<file path="src/rtl/uapq_pkg.sv">
// Shared constants, command and status codes, and controller/datapath
// structs for the unsorted-array priority queue. No dependencies.
`default_nettype none

package uapq_pkg;

    // Store size and derived widths
    localparam int CAPACITY = 64;
    localparam int IDX_W    = (CAPACITY > 1) ? $clog2(CAPACITY) : 1;
    localparam int CNT_W    = $clog2(CAPACITY + 1);

    // Fixed field widths
    localparam int VAL_W  = 32;
    localparam int WORD_W = 2 * VAL_W;
    localparam int CMD_W  = 3;
    localparam int STAT_W = 2;
    localparam int OCC_W  = 7;

    // Command codes
    localparam logic [CMD_W-1:0] CMD_INSERT  = 3'd0;
    localparam logic [CMD_W-1:0] CMD_EXTRACT = 3'd1;
    localparam logic [CMD_W-1:0] CMD_PEEK    = 3'd2;
    localparam logic [CMD_W-1:0] CMD_MODIFY  = 3'd3;
    localparam logic [CMD_W-1:0] CMD_CLEAR   = 3'd4;

    // Status codes
    localparam logic [STAT_W-1:0] ST_OK       = 2'd0;
    localparam logic [STAT_W-1:0] ST_EMPTY    = 2'd1;
    localparam logic [STAT_W-1:0] ST_FULL     = 2'd2;
    localparam logic [STAT_W-1:0] ST_NOTFOUND = 2'd3;

    // Value returned when there is no entry to report
    localparam logic [VAL_W-1:0] NONE_VALUE = '1;

    // Controller to datapath commands
    typedef struct packed {
        logic              load;
        logic              do_insert;
        logic              do_clear;
        logic              do_modify;
        logic              dec_count;
        logic              walk_start_scan;
        logic              walk_start_shift;
        logic              walk_scan;
        logic              walk_shift;
        logic              take_best;
        logic              set_status;
        logic [STAT_W-1:0] status_code;
        logic              finish;
    } uapq_ctrl_t;

    // Datapath to controller status
    typedef struct packed {
        logic [CMD_W-1:0] cmd;
        logic             count_zero;
        logic             count_full;
        logic             walk_done;
        logic             found;
        logic             shift_needed;
        logic             out_free;
    } uapq_stat_t;

endpackage

`default_nettype wire

</file>
<file path="src/rtl/uapq_req_if.sv">
// Request channel: one queue command word with valid/ready handshake.
// Depends on uapq_pkg for field widths.
`default_nettype none

interface uapq_req_if;
    logic                               valid;
    logic                               ready;
    logic [uapq_pkg::CMD_W-1:0]         cmd;
    logic signed [uapq_pkg::VAL_W-1:0]  item_value;
    logic signed [uapq_pkg::VAL_W-1:0]  item_priority;

    modport source (output valid, cmd, item_value, item_priority, input ready);
    modport sink   (input valid, cmd, item_value, item_priority, output ready);
endinterface

`default_nettype wire

</file>
<file path="src/rtl/uapq_rsp_if.sv">
// Response channel: one result word per command with valid/ready handshake.
// Depends on uapq_pkg for field widths.
`default_nettype none

interface uapq_rsp_if;
    logic                               valid;
    logic                               ready;
    logic signed [uapq_pkg::VAL_W-1:0]  out_value;
    logic [uapq_pkg::STAT_W-1:0]        status;
    logic [uapq_pkg::OCC_W-1:0]         occupancy;

    modport source (output valid, out_value, status, occupancy, input ready);
    modport sink   (input valid, out_value, status, occupancy, output ready);
endinterface

`default_nettype wire

</file>
<file path="src/rtl/uapq_ctrl.sv">
// Command sequencer for the priority queue: dispatch, scan, shift, finish.
// Depends on uapq_pkg; drives uapq_datapath through uapq_ctrl_t.
`default_nettype none

module uapq_ctrl (
    input  wire logic                 clk,
    input  wire logic                 rst_n,
    input  wire logic                 req_valid,
    output logic                      req_ready,
    input  wire uapq_pkg::uapq_stat_t sts,
    output uapq_pkg::uapq_ctrl_t      ctl
);

    typedef enum logic [2:0] {
        S_IDLE,
        S_DISPATCH,
        S_SCAN,
        S_SHIFT,
        S_FINISH
    } state_t;

    state_t state_reg;
    state_t state_next;

    // Next state and datapath commands
    always_comb
    begin
        state_next = state_reg;
        ctl        = '0;
        req_ready  = 1'b0;
        case (state_reg)
            S_IDLE:
            begin
                req_ready = 1'b1;
                if (req_valid)
                begin
                    ctl.load   = 1'b1;
                    state_next = S_DISPATCH;
                end
            end
            S_DISPATCH:
            begin
                state_next = S_FINISH;
                case (sts.cmd)
                    uapq_pkg::CMD_INSERT:
                    begin
                        if (sts.count_full)
                        begin
                            ctl.set_status  = 1'b1;
                            ctl.status_code = uapq_pkg::ST_FULL;
                        end
                        else
                        begin
                            ctl.do_insert = 1'b1;
                        end
                    end
                    uapq_pkg::CMD_EXTRACT, uapq_pkg::CMD_PEEK:
                    begin
                        if (sts.count_zero)
                        begin
                            ctl.set_status  = 1'b1;
                            ctl.status_code = uapq_pkg::ST_EMPTY;
                        end
                        else
                        begin
                            ctl.walk_start_scan = 1'b1;
                            state_next          = S_SCAN;
                        end
                    end
                    uapq_pkg::CMD_MODIFY:
                    begin
                        if (sts.count_zero)
                        begin
                            ctl.set_status  = 1'b1;
                            ctl.status_code = uapq_pkg::ST_NOTFOUND;
                        end
                        else
                        begin
                            ctl.walk_start_scan = 1'b1;
                            state_next          = S_SCAN;
                        end
                    end
                    uapq_pkg::CMD_CLEAR:
                    begin
                        ctl.do_clear = 1'b1;
                    end
                    default:
                    begin
                        state_next = S_FINISH;
                    end
                endcase
            end
            S_SCAN:
            begin
                if (!sts.walk_done)
                begin
                    ctl.walk_scan = 1'b1;
                end
                else
                begin
                    state_next = S_FINISH;
                    case (sts.cmd)
                        uapq_pkg::CMD_MODIFY:
                        begin
                            if (sts.found)
                            begin
                                ctl.do_modify = 1'b1;
                            end
                            else
                            begin
                                ctl.set_status  = 1'b1;
                                ctl.status_code = uapq_pkg::ST_NOTFOUND;
                            end
                        end
                        uapq_pkg::CMD_PEEK:
                        begin
                            ctl.take_best = 1'b1;
                        end
                        uapq_pkg::CMD_EXTRACT:
                        begin
                            ctl.take_best = 1'b1;
                            if (sts.shift_needed)
                            begin
                                ctl.walk_start_shift = 1'b1;
                                state_next           = S_SHIFT;
                            end
                            else
                            begin
                                ctl.dec_count = 1'b1;
                            end
                        end
                        default:
                        begin
                            state_next = S_FINISH;
                        end
                    endcase
                end
            end
            S_SHIFT:
            begin
                if (!sts.walk_done)
                begin
                    ctl.walk_shift = 1'b1;
                end
                else
                begin
                    ctl.dec_count = 1'b1;
                    state_next    = S_FINISH;
                end
            end
            S_FINISH:
            begin
                if (sts.out_free)
                begin
                    ctl.finish = 1'b1;
                    state_next = S_IDLE;
                end
            end
            default:
            begin
                state_next = S_IDLE;
            end
        endcase
    end

    // State register
    always_ff @(posedge clk or negedge rst_n)
    begin
        if (!rst_n)
        begin
            state_reg <= S_IDLE;
        end
        else
        begin
            state_reg <= state_next;
        end
    end

`ifndef SYNTH
    // A result is only loaded when the output register can take it
    assert property (@(posedge clk) disable iff (!rst_n) ctl.finish |-> sts.out_free)
        else $error("result loaded while output register busy");

    // Removing an entry requires a nonempty queue
    assert property (@(posedge clk) disable iff (!rst_n) ctl.dec_count |-> !sts.count_zero)
        else $error("count decrement on empty queue");

    // Only search commands walk the store
    assert property (@(posedge clk) disable iff (!rst_n)
        ctl.walk_scan |-> (sts.cmd == uapq_pkg::CMD_EXTRACT ||
                           sts.cmd == uapq_pkg::CMD_PEEK ||
                           sts.cmd == uapq_pkg::CMD_MODIFY))
        else $error("scan running for a non-search command");
`endif

endmodule

`default_nettype wire

</file>
<file path="src/rtl/uapq_datapath.sv">
// Entry store, count, scan/shift walker, max and match trackers, output register.
// Depends on uapq_pkg; commanded by uapq_ctrl.
`default_nettype none

module uapq_datapath (
    input  wire logic                               clk,
    input  wire logic                               rst_n,
    input  wire uapq_pkg::uapq_ctrl_t               ctl,
    output uapq_pkg::uapq_stat_t                    sts,
    input  wire logic [uapq_pkg::CMD_W-1:0]         cmd,
    input  wire logic signed [uapq_pkg::VAL_W-1:0]  item_value,
    input  wire logic signed [uapq_pkg::VAL_W-1:0]  item_priority,
    input  wire logic                               out_ready,
    output logic                                    out_valid,
    output logic signed [uapq_pkg::VAL_W-1:0]       out_value,
    output logic [uapq_pkg::STAT_W-1:0]             status,
    output logic [uapq_pkg::OCC_W-1:0]              occupancy
);

    localparam int IDX_W  = uapq_pkg::IDX_W;
    localparam int CNT_W  = uapq_pkg::CNT_W;
    localparam int VAL_W  = uapq_pkg::VAL_W;
    localparam int WORD_W = uapq_pkg::WORD_W;

    // Entry store: {value, priority} per word
    logic [WORD_W-1:0] mem [uapq_pkg::CAPACITY];
    logic [WORD_W-1:0] rd_data_reg;
    logic [IDX_W-1:0]  rd_addr;
    logic              mem_we;
    logic [IDX_W-1:0]  mem_waddr;
    logic [WORD_W-1:0] mem_wdata;

    // Control registers
    logic [CNT_W-1:0] count_reg;
    logic [CNT_W-1:0] count_next;
    logic [CNT_W-1:0] rd_ptr_reg;
    logic [CNT_W-1:0] rd_ptr_next;
    logic             rd_pend_reg;
    logic             rd_pend_next;
    logic             found_reg;
    logic             found_next;
    logic             out_valid_reg;
    logic             out_valid_next;

    // Payload registers
    logic [uapq_pkg::CMD_W-1:0]   cmd_reg;
    logic signed [VAL_W-1:0]      val_reg;
    logic signed [VAL_W-1:0]      pri_reg;
    logic [IDX_W-1:0]             rd_idx_reg;
    logic signed [VAL_W-1:0]      best_val_reg;
    logic signed [VAL_W-1:0]      best_pri_reg;
    logic [IDX_W-1:0]             best_idx_reg;
    logic [IDX_W-1:0]             match_idx_reg;
    logic signed [VAL_W-1:0]      res_value_reg;
    logic [uapq_pkg::STAT_W-1:0]  res_status_reg;
    logic signed [VAL_W-1:0]      out_value_reg;
    logic [uapq_pkg::STAT_W-1:0]  out_status_reg;
    logic [uapq_pkg::OCC_W-1:0]   out_occ_reg;

    logic                         walk_active;
    logic                         issue;
    logic                         scan_step;
    logic signed [VAL_W-1:0]      rd_val;
    logic signed [VAL_W-1:0]      rd_pri;
    logic                         take_new_best;
    logic                         new_match;

    // Walker and write port selection
    always_comb
    begin
        walk_active   = ctl.walk_scan || ctl.walk_shift;
        issue         = walk_active && (rd_ptr_reg < count_reg);
        rd_addr       = rd_ptr_reg[IDX_W-1:0];
        scan_step     = ctl.walk_scan && rd_pend_reg;
        rd_val        = rd_data_reg[WORD_W-1:VAL_W];
        rd_pri        = rd_data_reg[VAL_W-1:0];
        take_new_best = (rd_idx_reg == '0) || (rd_pri > best_pri_reg);
        new_match     = !found_reg && (rd_val == val_reg);

        mem_we    = 1'b0;
        mem_waddr = count_reg[IDX_W-1:0];
        mem_wdata = {val_reg, pri_reg};
        if (ctl.do_insert)
        begin
            mem_we = 1'b1;
        end
        else if (ctl.do_modify)
        begin
            mem_we    = 1'b1;
            mem_waddr = match_idx_reg;
        end
        else if (ctl.walk_shift && rd_pend_reg)
        begin
            mem_we    = 1'b1;
            mem_waddr = rd_idx_reg - IDX_W'(1);
            mem_wdata = rd_data_reg;
        end
    end

    // Next values of control registers
    always_comb
    begin
        count_next = count_reg;
        if (ctl.do_clear)
        begin
            count_next = '0;
        end
        else if (ctl.do_insert)
        begin
            count_next = count_reg + CNT_W'(1);
        end
        else if (ctl.dec_count)
        begin
            count_next = count_reg - CNT_W'(1);
        end

        rd_ptr_next = rd_ptr_reg;
        if (ctl.walk_start_scan)
        begin
            rd_ptr_next = '0;
        end
        else if (ctl.walk_start_shift)
        begin
            rd_ptr_next = CNT_W'(best_idx_reg) + CNT_W'(1);
        end
        else if (issue)
        begin
            rd_ptr_next = rd_ptr_reg + CNT_W'(1);
        end
        rd_pend_next = issue;

        found_next = found_reg;
        if (ctl.walk_start_scan)
        begin
            found_next = 1'b0;
        end
        else if (scan_step && new_match)
        begin
            found_next = 1'b1;
        end

        out_valid_next = out_valid_reg;
        if (ctl.finish)
        begin
            out_valid_next = 1'b1;
        end
        else if (out_ready)
        begin
            out_valid_next = 1'b0;
        end
    end

    // Memory: one write, one registered read
    always_ff @(posedge clk)
    begin
        if (mem_we)
        begin
            mem[mem_waddr] <= mem_wdata;
        end
        rd_data_reg <= mem[rd_addr];
    end

    // Control registers
    always_ff @(posedge clk or negedge rst_n)
    begin
        if (!rst_n)
        begin
            count_reg     <= '0;
            rd_ptr_reg    <= '0;
            rd_pend_reg   <= 1'b0;
            found_reg     <= 1'b0;
            out_valid_reg <= 1'b0;
        end
        else
        begin
            count_reg     <= count_next;
            rd_ptr_reg    <= rd_ptr_next;
            rd_pend_reg   <= rd_pend_next;
            found_reg     <= found_next;
            out_valid_reg <= out_valid_next;
        end
    end

    // Payload registers
    always_ff @(posedge clk)
    begin
        if (ctl.load)
        begin
            cmd_reg        <= cmd;
            val_reg        <= item_value;
            pri_reg        <= item_priority;
            res_value_reg  <= uapq_pkg::NONE_VALUE;
            res_status_reg <= uapq_pkg::ST_OK;
        end
        if (ctl.take_best)
        begin
            res_value_reg <= best_val_reg;
        end
        if (ctl.set_status)
        begin
            res_status_reg <= ctl.status_code;
        end
        if (issue)
        begin
            rd_idx_reg <= rd_ptr_reg[IDX_W-1:0];
        end
        // Earliest strictly greater priority wins
        if (scan_step && take_new_best)
        begin
            best_val_reg <= rd_val;
            best_pri_reg <= rd_pri;
            best_idx_reg <= rd_idx_reg;
        end
        if (scan_step && new_match)
        begin
            match_idx_reg <= rd_idx_reg;
        end
        if (ctl.finish)
        begin
            out_value_reg  <= res_value_reg;
            out_status_reg <= res_status_reg;
            out_occ_reg    <= uapq_pkg::OCC_W'(count_reg);
        end
    end

    // Status back to the controller
    always_comb
    begin
        sts.cmd          = cmd_reg;
        sts.count_zero   = (count_reg == '0);
        sts.count_full   = (count_reg == CNT_W'(uapq_pkg::CAPACITY));
        sts.walk_done    = (rd_ptr_reg >= count_reg) && !rd_pend_reg;
        sts.found        = found_reg;
        sts.shift_needed = (CNT_W'(best_idx_reg) + CNT_W'(1)) < count_reg;
        sts.out_free     = !out_valid_reg || out_ready;
    end

    assign out_valid = out_valid_reg;
    assign out_value = out_value_reg;
    assign status    = out_status_reg;
    assign occupancy = out_occ_reg;

`ifndef SYNTH
    // Occupancy never exceeds the store size
    assert property (@(posedge clk) disable iff (!rst_n)
        count_reg <= CNT_W'(uapq_pkg::CAPACITY))
        else $error("entry count above capacity");

    // Every word read during a walk lies inside the live entries
    assert property (@(posedge clk) disable iff (!rst_n)
        rd_pend_reg |-> (CNT_W'(rd_idx_reg) < count_reg))
        else $error("walker read beyond live entries");

    // An insert grows the queue by exactly one
    assert property (@(posedge clk) disable iff (!rst_n)
        ctl.do_insert |=> (count_reg == $past(count_reg) + CNT_W'(1)))
        else $error("insert did not grow count by one");
`endif

endmodule

`default_nettype wire

</file>
<file path="src/rtl/unsorted_array_priority_queue_unit.sv">
// Unsorted-array max priority queue: top level joining controller and datapath.
// Depends on uapq_pkg, uapq_req_if, uapq_rsp_if, uapq_ctrl, uapq_datapath.
//
// Usage:
//   req carries one command word (cmd, item_value, item_priority); rsp returns
//   exactly one result word (out_value, status, occupancy) per command, in order.
//   Commands are taken one at a time. Entries live in a single-port-read memory
//   that is walked one entry per cycle. How each command uses the store:
//     insert, clear, unused codes, empty extract/peek/modify key: no walk.
//     peek, modify key: a scan over the N entries held.
//     extract: a scan as for peek, then, when entries follow the removed one at
//     position m (from zero), a shift walk moving them down to close the gap.
//   The next command is accepted the cycle after the result enters the output
//   register, even if that result has not been taken yet. If rsp stalls with a
//   result still held, the following result waits in the datapath and req
//   stays not ready until the output register frees.
//   Reset (rst_n low, asynchronous) empties the queue and drops any pending
//   result; entry contents are not cleared and need no clearing pass.
`default_nettype none

module unsorted_array_priority_queue_unit (
    input  wire logic  clk,
    input  wire logic  rst_n,
    uapq_req_if.sink   req,
    uapq_rsp_if.source rsp
);

    uapq_pkg::uapq_ctrl_t ctl;
    uapq_pkg::uapq_stat_t sts;
    logic                 req_ready;

    // Sequencer
    uapq_ctrl u_ctrl (
        .clk       (clk),
        .rst_n     (rst_n),
        .req_valid (req.valid),
        .req_ready (req_ready),
        .sts       (sts),
        .ctl       (ctl)
    );

    // Store and result path
    uapq_datapath u_datapath (
        .clk           (clk),
        .rst_n         (rst_n),
        .ctl           (ctl),
        .sts           (sts),
        .cmd           (req.cmd),
        .item_value    (req.item_value),
        .item_priority (req.item_priority),
        .out_ready     (rsp.ready),
        .out_valid     (rsp.valid),
        .out_value     (rsp.out_value),
        .status        (rsp.status),
        .occupancy     (rsp.occupancy)
    );

    assign req.ready = req_ready;

endmodule

`default_nettype wire

</file>
<file path="src/flat_wrapper.sv">
// flat-port wrapper written by rule: the top's interface ports become plain ports
module unsorted_array_priority_queue_unit_flat 
  (clk, rst_n, req_valid, req_cmd, req_item_value, req_item_priority, req_ready, rsp_valid, rsp_out_value, rsp_status, rsp_occupancy, rsp_ready);
  uapq_req_if req_i ();
  uapq_rsp_if rsp_i ();
  input  wire logic clk;
  input  wire logic rst_n;
  input wire logic [$bits(req_i.valid)-1:0] req_valid;
  input wire logic [$bits(req_i.cmd)-1:0] req_cmd;
  input wire logic [$bits(req_i.item_value)-1:0] req_item_value;
  input wire logic [$bits(req_i.item_priority)-1:0] req_item_priority;
  output wire logic [$bits(req_i.ready)-1:0] req_ready;
  output wire logic [$bits(rsp_i.valid)-1:0] rsp_valid;
  output wire logic [$bits(rsp_i.out_value)-1:0] rsp_out_value;
  output wire logic [$bits(rsp_i.status)-1:0] rsp_status;
  output wire logic [$bits(rsp_i.occupancy)-1:0] rsp_occupancy;
  input wire logic [$bits(rsp_i.ready)-1:0] rsp_ready;
  assign req_i.valid = req_valid;
  assign req_i.cmd = req_cmd;
  assign req_i.item_value = req_item_value;
  assign req_i.item_priority = req_item_priority;
  assign req_ready = req_i.ready;
  assign rsp_valid = rsp_i.valid;
  assign rsp_out_value = rsp_i.out_value;
  assign rsp_status = rsp_i.status;
  assign rsp_occupancy = rsp_i.occupancy;
  assign rsp_i.ready = rsp_ready;
  unsorted_array_priority_queue_unit u_core (.clk(clk), .rst_n(rst_n), .req(req_i), .rsp(rsp_i));
endmodule
</file>
<file path="config.mk">
export PLATFORM = sky130hd
export DESIGN_NAME = unsorted_array_priority_queue_unit_flat
export DESIGN_NICKNAME = d
export VERILOG_FILES = /design/src/rtl/uapq_pkg.sv /design/src/rtl/uapq_req_if.sv /design/src/rtl/uapq_rsp_if.sv /design/src/rtl/uapq_ctrl.sv /design/src/rtl/uapq_datapath.sv /design/src/rtl/unsorted_array_priority_queue_unit.sv /design/src/flat_wrapper.sv
export SDC_FILE = /design/constraint.sdc
export NUM_CORES = 2
export LEC_CHECK = 0
export ABC_AREA = 1
export BUFFER_PORTS_ARGS = -buffer_cell sky130_fd_sc_hd__buf_2
export CORE_MARGIN = 2
export CORE_UTILIZATION = 40
export DETAILED_ROUTE_END_ITERATION = 10
export HOLD_SLACK_MARGIN = 0.03
export PLACE_DENSITY_LB_ADDON = 0.08
export SYNTH_ARGS = -nofsm -noshare
export SYNTH_HDL_FRONTEND = slang
export SYNTH_SLANG_ARGS = --single-unit
</file>
<file path="constraint.sdc">
create_clock -name clk -period 6.7 [get_ports clk]
set_input_delay 0.335 -clock clk [delete_from_list [all_inputs] [get_ports clk]]
set_output_delay 0.335 -clock clk [all_outputs]
set_load 0.02 [all_outputs]
</file>
### After elaboration in Yosys (flattened, before gate mapping)

Memory sizes are Yosys's and may differ from the RTL's. A register that Yosys moved wholly into a read port is not among the register bits.
Index checks and enable logic that the tools add are counted.

* input bits: 71
* bits in writable memories: 4096
* word-level logic and storage cells: 139
* register bits after elaboration: 244
* output and inout bits: 43
* memories kept: 1

* $add $sub $neg: 5
* mux-type cells: 70
* $lt $le $gt $ge: 4
* equality and inequality tests: 14
* reduce and logical (&&, ||, !) cells: 26

Memory list
* u_core.u_datapath.mem: depth 64, width 64, rd ports 1, clocked after memory_dff 1, write ports 1, line uapq_datapath.sv:26 `logic [WORD_W-1:0] mem [uapq_pkg::CAPACITY];`

Operators by type and width (count)
* 64-bit two-way mux: 3
* 32-bit two-way mux: 2
* 7-bit two-way mux: 6
* 3-bit two-way mux: 13
* 1-bit two-way mux: 33
* 32-bit == test: 1
* 32-bit greater-than comparator: 1
* 6-bit two-way mux: 3
* 3-bit one-hot mux with 5 select lines: 1
* 7-bit by 1-bit adder with 7-bit output (second input constant): 2
* 7-bit less-than comparator: 2
* 3-bit by 2-bit == test with 1-bit output (second input constant): 4
* 2-bit two-way mux: 5
* 3-bit one-hot mux with 3 select lines: 1
* 2-bit nonzero test: 4
* 6-bit by 1-bit adder with 7-bit output (second input constant): 1
* 7-bit == test (second input constant): 1
* 7-bit greater-or-equal comparator: 1
* 1-bit logical AND: 7
* 7-bit zero test: 1
* 7-bit by 1-bit subtractor with 7-bit output (second input constant): 1
* 3-bit by 1-bit == test with 1-bit output (second input constant): 2
* 3-bit == test (second input constant): 2
* 3-bit zero test: 2
* other kinds (13): 20

### Depth between registers and ports, before layout

* depth after elaboration: 11
* mapped depth: 20
* depth with buffers taken out: 16

### By module

Synthesis repeated with hierarchy kept, for this count alone.

* cells, all modules: 13307
* area, all modules: 173412.6 µm²

Modules (own cells, without submodules)
* uapq_datapath: sequential area each 131431.1 µm², area each 172952.1 µm², cells an instance 13224, instances 1
* uapq_ctrl: sequential area each 75.1 µm², area each 460.4 µm², cells an instance 83, instances 1

### Worst setup path before layout

OpenSTA, ideal clock, no wires.

* path kind: register to register
* from: reg u_core.u_datapath.best_pri_reg[23]
* to: reg u_core.u_datapath.best_idx_reg[0], enable pin
* path buffers: 0
* cell stages (with the launch flop): 11
* period minus slack after synthesis: 6884 ps
* arrival: 6279 ps
* required time: 6095 ps
* setup slack: -184 ps
* library setup time: 605 ps
* cell sequence: edfxtp_1 inv_1 ha_1 a21oi_1 o21a_1 nand2_1 a21oi_1 nand2_1 nand2_1 nand3_1 a21boi_0

* longest elaborated chain between the ends: 3

RTL lines
* start: declaration: line uapq_datapath.sv:51 `logic signed [VAL_W-1:0] best_pri_reg;`
* start signal: assignment: line uapq_datapath.sv:211 `best_pri_reg <= rd_pri;`
* 32-bit greater-than comparator: line uapq_datapath.sv:77 `take_new_best = (rd_idx_reg == '0) || (rd_pri > best_pri_reg);`
* 1-bit logical OR: line uapq_datapath.sv:77
* 1-bit logical AND: line uapq_datapath.sv:208 `if (scan_step && take_new_best)`
* end signal: assignment: line uapq_datapath.sv:212 `best_idx_reg <= rd_idx_reg;`
* end: declaration: line uapq_datapath.sv:52 `logic [IDX_W-1:0] best_idx_reg;`

No other way between the ends.
A chain may end at the register's enable or synchronous reset.

### Final worst setup path

* from: reg u_core.u_datapath.rd_ptr_reg[0]
* to: mem u_core.u_datapath.mem[43][19] in the netlist's numbering, enable pin

* longest elaborated chain between the ends: 10
* elaborated cells on any way between the ends: 15
* those cells by class: order compare (1); mux (12); reduce/logical (2)

RTL lines
* start: declaration: line uapq_datapath.sv:36 `logic [CNT_W-1:0] rd_ptr_reg;`
* start signal: assignment: line uapq_datapath.sv:177 `rd_ptr_reg <= rd_ptr_next;`
* 7-bit greater-or-equal comparator (*): line uapq_datapath.sv:232 `sts.walk_done = (rd_ptr_reg >= count_reg) && !rd_pend_reg;`
* 1-bit logical AND (*): line uapq_datapath.sv:232
* 1-bit two-way mux: line uapq_ctrl.sv:141 `if (!sts.walk_done)`
* 1-bit two-way mux: line uapq_ctrl.sv:31 `case (state_reg)`
* 1-bit logical AND: line uapq_datapath.sv:92 `else if (ctl.walk_shift && rd_pend_reg)`
* 1-bit two-way mux: line uapq_datapath.sv:92
* 1-bit two-way mux: line uapq_datapath.sv:87 `else if (ctl.do_modify)`
* 1-bit two-way mux: line uapq_datapath.sv:83 `if (ctl.do_insert)`
* 1-bit two-way mux: line uapq_datapath.sv:156 `if (mem_we)`
* 1-bit two-way mux (not written as such): line uapq_datapath.sv:158 `mem[mem_waddr] <= mem_wdata;`
* end: declaration: line uapq_datapath.sv:26

Every way passes the cells marked *; elsewhere a longest branch is shown, timed or not.

==> results.cfg <==
[status]
status = finished clean

[clock_network]
cts_root_buf = clkbuf_16
cts_tree = built
cts.sinks = 4404
htree_num_levels = 5
numCtsBuffers = 468
cts.clk_slew.worst_paths_ns = 0.06
postCtsResizedCells = 0
clk_latency_ns = 1.03
cts.path.max_buffers = 4

[routing]
dr.pass1.iters = 6
via_count = 111000
ant_nets = 0
drc = 0
drt_iter0_markers = 13800
drt_wl_total_mm = 588
via_per_inst = 5.91
routedWlPerCell_um = 31.3

[pwr]
p_comb_share_pct = 24.9
vdd_drop_max_mv = 0.400
switching_share_pct = 33.8
clock_power_share_pct = 32.9
power_density_nw_per_um2 = 398
p_leak_nw = 62.4
seqPwrFrac_pct = 42.2
p_sw_mw = 26.4
internal-power_mw = 51.8
power_mw = 78.3

[cells_and_area]
drive_gt1_share_pct = 10.0
final_area_um2 = 196000
largest_reg_flops = 4096
syn_to_final_growth_pct = 14.8
seqCellArea_um2 = 132000
multiInputGateArea_um2 = 36300
instances_no_fill = 18800
nets = 12800
fill_cells = 37500

[global_routing]
track_usage_pct = 26.4
grt_pass1_vias = 108000
grt-ovfl-total = 0
grt_max_degree = 189
grt_pass1_wl_mm = 824
antenna_found_initial = 22

[timing]
max_freq_ghz = 0.194
timing.hold.ws_ns = 0.109
min_period_over_period_pct = 77.0
skew_ns = 0.0711
finalHoldViolCount = 0
worstMarginPinSlew_ns = 1.40
setup_viol = 0
rsz0062_at_grt = false
fin_crit_ns = 5.16
maxSlewViolCount = 0
relSlewSlack_pct = 6.73
finalSetupTns_ns = 0

[place]
finalWeightedCongestion = 0.826
placed_cells_incl_taps = 17800
port_buffers = 113
dp_hpwl_mm = 304
placed_cell_area_um2 = 180000

[setup_path]
critPathBufInv = 3
crit_path_start_kind = flop
worstSetupPathType = reg -> reg
cpMostUsedCell = nand2_1
cp_slowest_cell = nor2_4
reg2reg_to = u_core.u_datapath.mem[43][19]
crit_path_end_kind = flop
cp_max_fo = 146
path_cells = inv_16 > ha_1 > inv_1 > nand3_1 > nand2_1 > nand2_1 > nand3_2 > nand4_2 > nor2_1 > a21oi_1 > nand2_1 > nor2_4 > buf_12
reg2reg_depth = 13
startpoint = u_core.u_datapath.rd_ptr_reg[0]
r2r_start = u_core.u_datapath.rd_ptr_reg[0]
reg2reg_slack_ns = 1.54
critPathArrivalTime_ns = 5.86
crit_family = simple AND/OR/NAND/NOR gates
required_ns = 7.40
cp_slowest_stage_delay_ns = 1.05

[yosys]
ys_seq_elements = 4404
ys_types = 50
ys_warn_count = 0
synth_nets = 12700
synth-edff-count = 4320
async_flop_share_pct = 0.454
synthFlopType = edfxtp_1
syn_area_um2 = 171000
seq_area_frac_synth_pct = 76.8
synth_area_per_cell_um2 = 13.6
synthCells = 12600

[floorplanning]
core_area_um2 = 427000
initial_utilization_pct = 40.1
die-area_um2 = 433000
dieWidth_um = 658
rows = 240
io_pins = 114
die_h_um = 658

[hold_path]
hold_end = u_core.u_datapath.out_valid
worstHoldPathType = in -> reg
min_path_cells = 3
hp-start = rsp_ready

[job]
cap_viol_max_count = 0
[metrics by stage]
step,worst slack [ns],util (%)
finish,1.54,46.0
global route,1.37,46.0
CTS,1.53,46.0
detailed placement,1.51,42.2
global placement,1.51,42.2
floorplan,0.950,-
[area by class of cell]
type	instances	area share [%]
Inverter	140	0.302
Sequential cell	4404	66.9
Multi-Input combinational cell	7123	18.5
Timing Repair Buffer	575	2.95
Tap cell	5687	3.62
Clock buffer	597	6.36
Antenna cell	6	0.00764
Clock inverter	282	1.32
[cells in the final DEF (no fill, tap or decap), types with 114 or more instances in the layout]
cell type         n
a21oi_1         286
buf_12          114
buf_4           216
clkbuf_16       475
clkinv_1        114
dlygate4sd3_1   132
edfxtp_1       4320
inv_1           125
nand2_1         607
nand3_1         565
nor2_1         2127
o211ai_1        132
o21ai_0        2063
o221ai_1        385
o22ai_1         621
[synth_stat cells (4+ instances only)]
library cell  number  area share (%)
buf_1             25           0.055
ha_1              55            0.40
dfxtp_1           64            0.75
a21oi_1          286            0.84
clkbuf_1         634             1.4
nor2_1          2194             4.8
o22ai_1          621             2.3
nand2_1          632             1.4
edfxtp_1        4320              76
inv_2              7           0.015
o221ai_1         385             2.0
nor3_1            18           0.053
o21ai_0         2085             6.1
or2_2             42            0.15
xor2_1            20            0.10
buf_4             13           0.057
nor4_1             7           0.026
nand4_1           18           0.066
o211ai_1         132            0.58
nand3_2            6           0.035
nand4_4            4           0.050
nand3_1          565             1.7
inv_1            129            0.28
buf_2            210            0.61
dfrtp_1           20            0.29
o21ai_2            4           0.020
xnor2_1            5           0.026
nand2_2            5           0.018
o21ai_1           11           0.032
[power groups by stage]
stage	clock, mW	combinational (mW)	sequential (mW)
floorplan	0	11.9	33.2
global placement	0	19.2	33.6
detailed placement	0	19.4	33.6
CTS	26.1	19.5	33.0
global route	27.1	21.2	33.0
finish	25.7	19.5	33.0
[logic make-up (layout without fill, tap and decap cells)]
family	Yosys count	in the layout	synth area share, %
AO/OA/AOI/OAI	3532	3532	11.8
XOR/XNOR	25	25	0.128
other	0	6	0
AND/OR/NAND/NOR	3510	3510	8.36
adder cells (fa/ha/maj)	56	56	0.414
buffers and inverters	1025	1594	2.45
flip-flops	4404	4404	76.8
[layer usage]
metal  vias to the layer above  track usage, %  routed length (um)
met3                       927            3.43               41600
met1                     57700            36.6              247000
met5                         -               0                  23
li1                      47700               -                   -
met4                         4            9.33               22700
met2                      4769            42.9              277000
[worst max-delay path by stage]
stage,depth (start not counted),slack (ns),endpoint
after global routing,13,1.37,u_core.u_datapath.mem[43][50]
after detailed placement,13,1.51,u_core.u_datapath.mem[43][53]
after global placement,13,1.51,u_core.u_datapath.mem[43][54]
final,13,1.54,u_core.u_datapath.mem[43][19]
after CTS,13,1.53,u_core.u_datapath.mem[43][19]
after floorplan,17,0.95,u_core.u_datapath.mem[13][0]
[repair_timing]
item,in CTS,in global routing
hold endpoints to repair,93,0
setup endpoints to repair,0,0
setup buffers,0,0
hold buffers,133,0
[worst reg2reg max path, cell delays in order (launching register included)]
cell and delay, ns:
dfrtp_4 0.57, inv_16 0.40, ha_1 0.28, inv_1 0.05
nand3_1 0.07, nand2_1 0.07, nand2_1 0.10, nand3_2 0.15
nand4_2 0.32, nor2_1 0.09, a21oi_1 0.66, nand2_1 0.71
nor2_4 1.06, buf_12 0.31
Power figures use the tool's default switching activity.
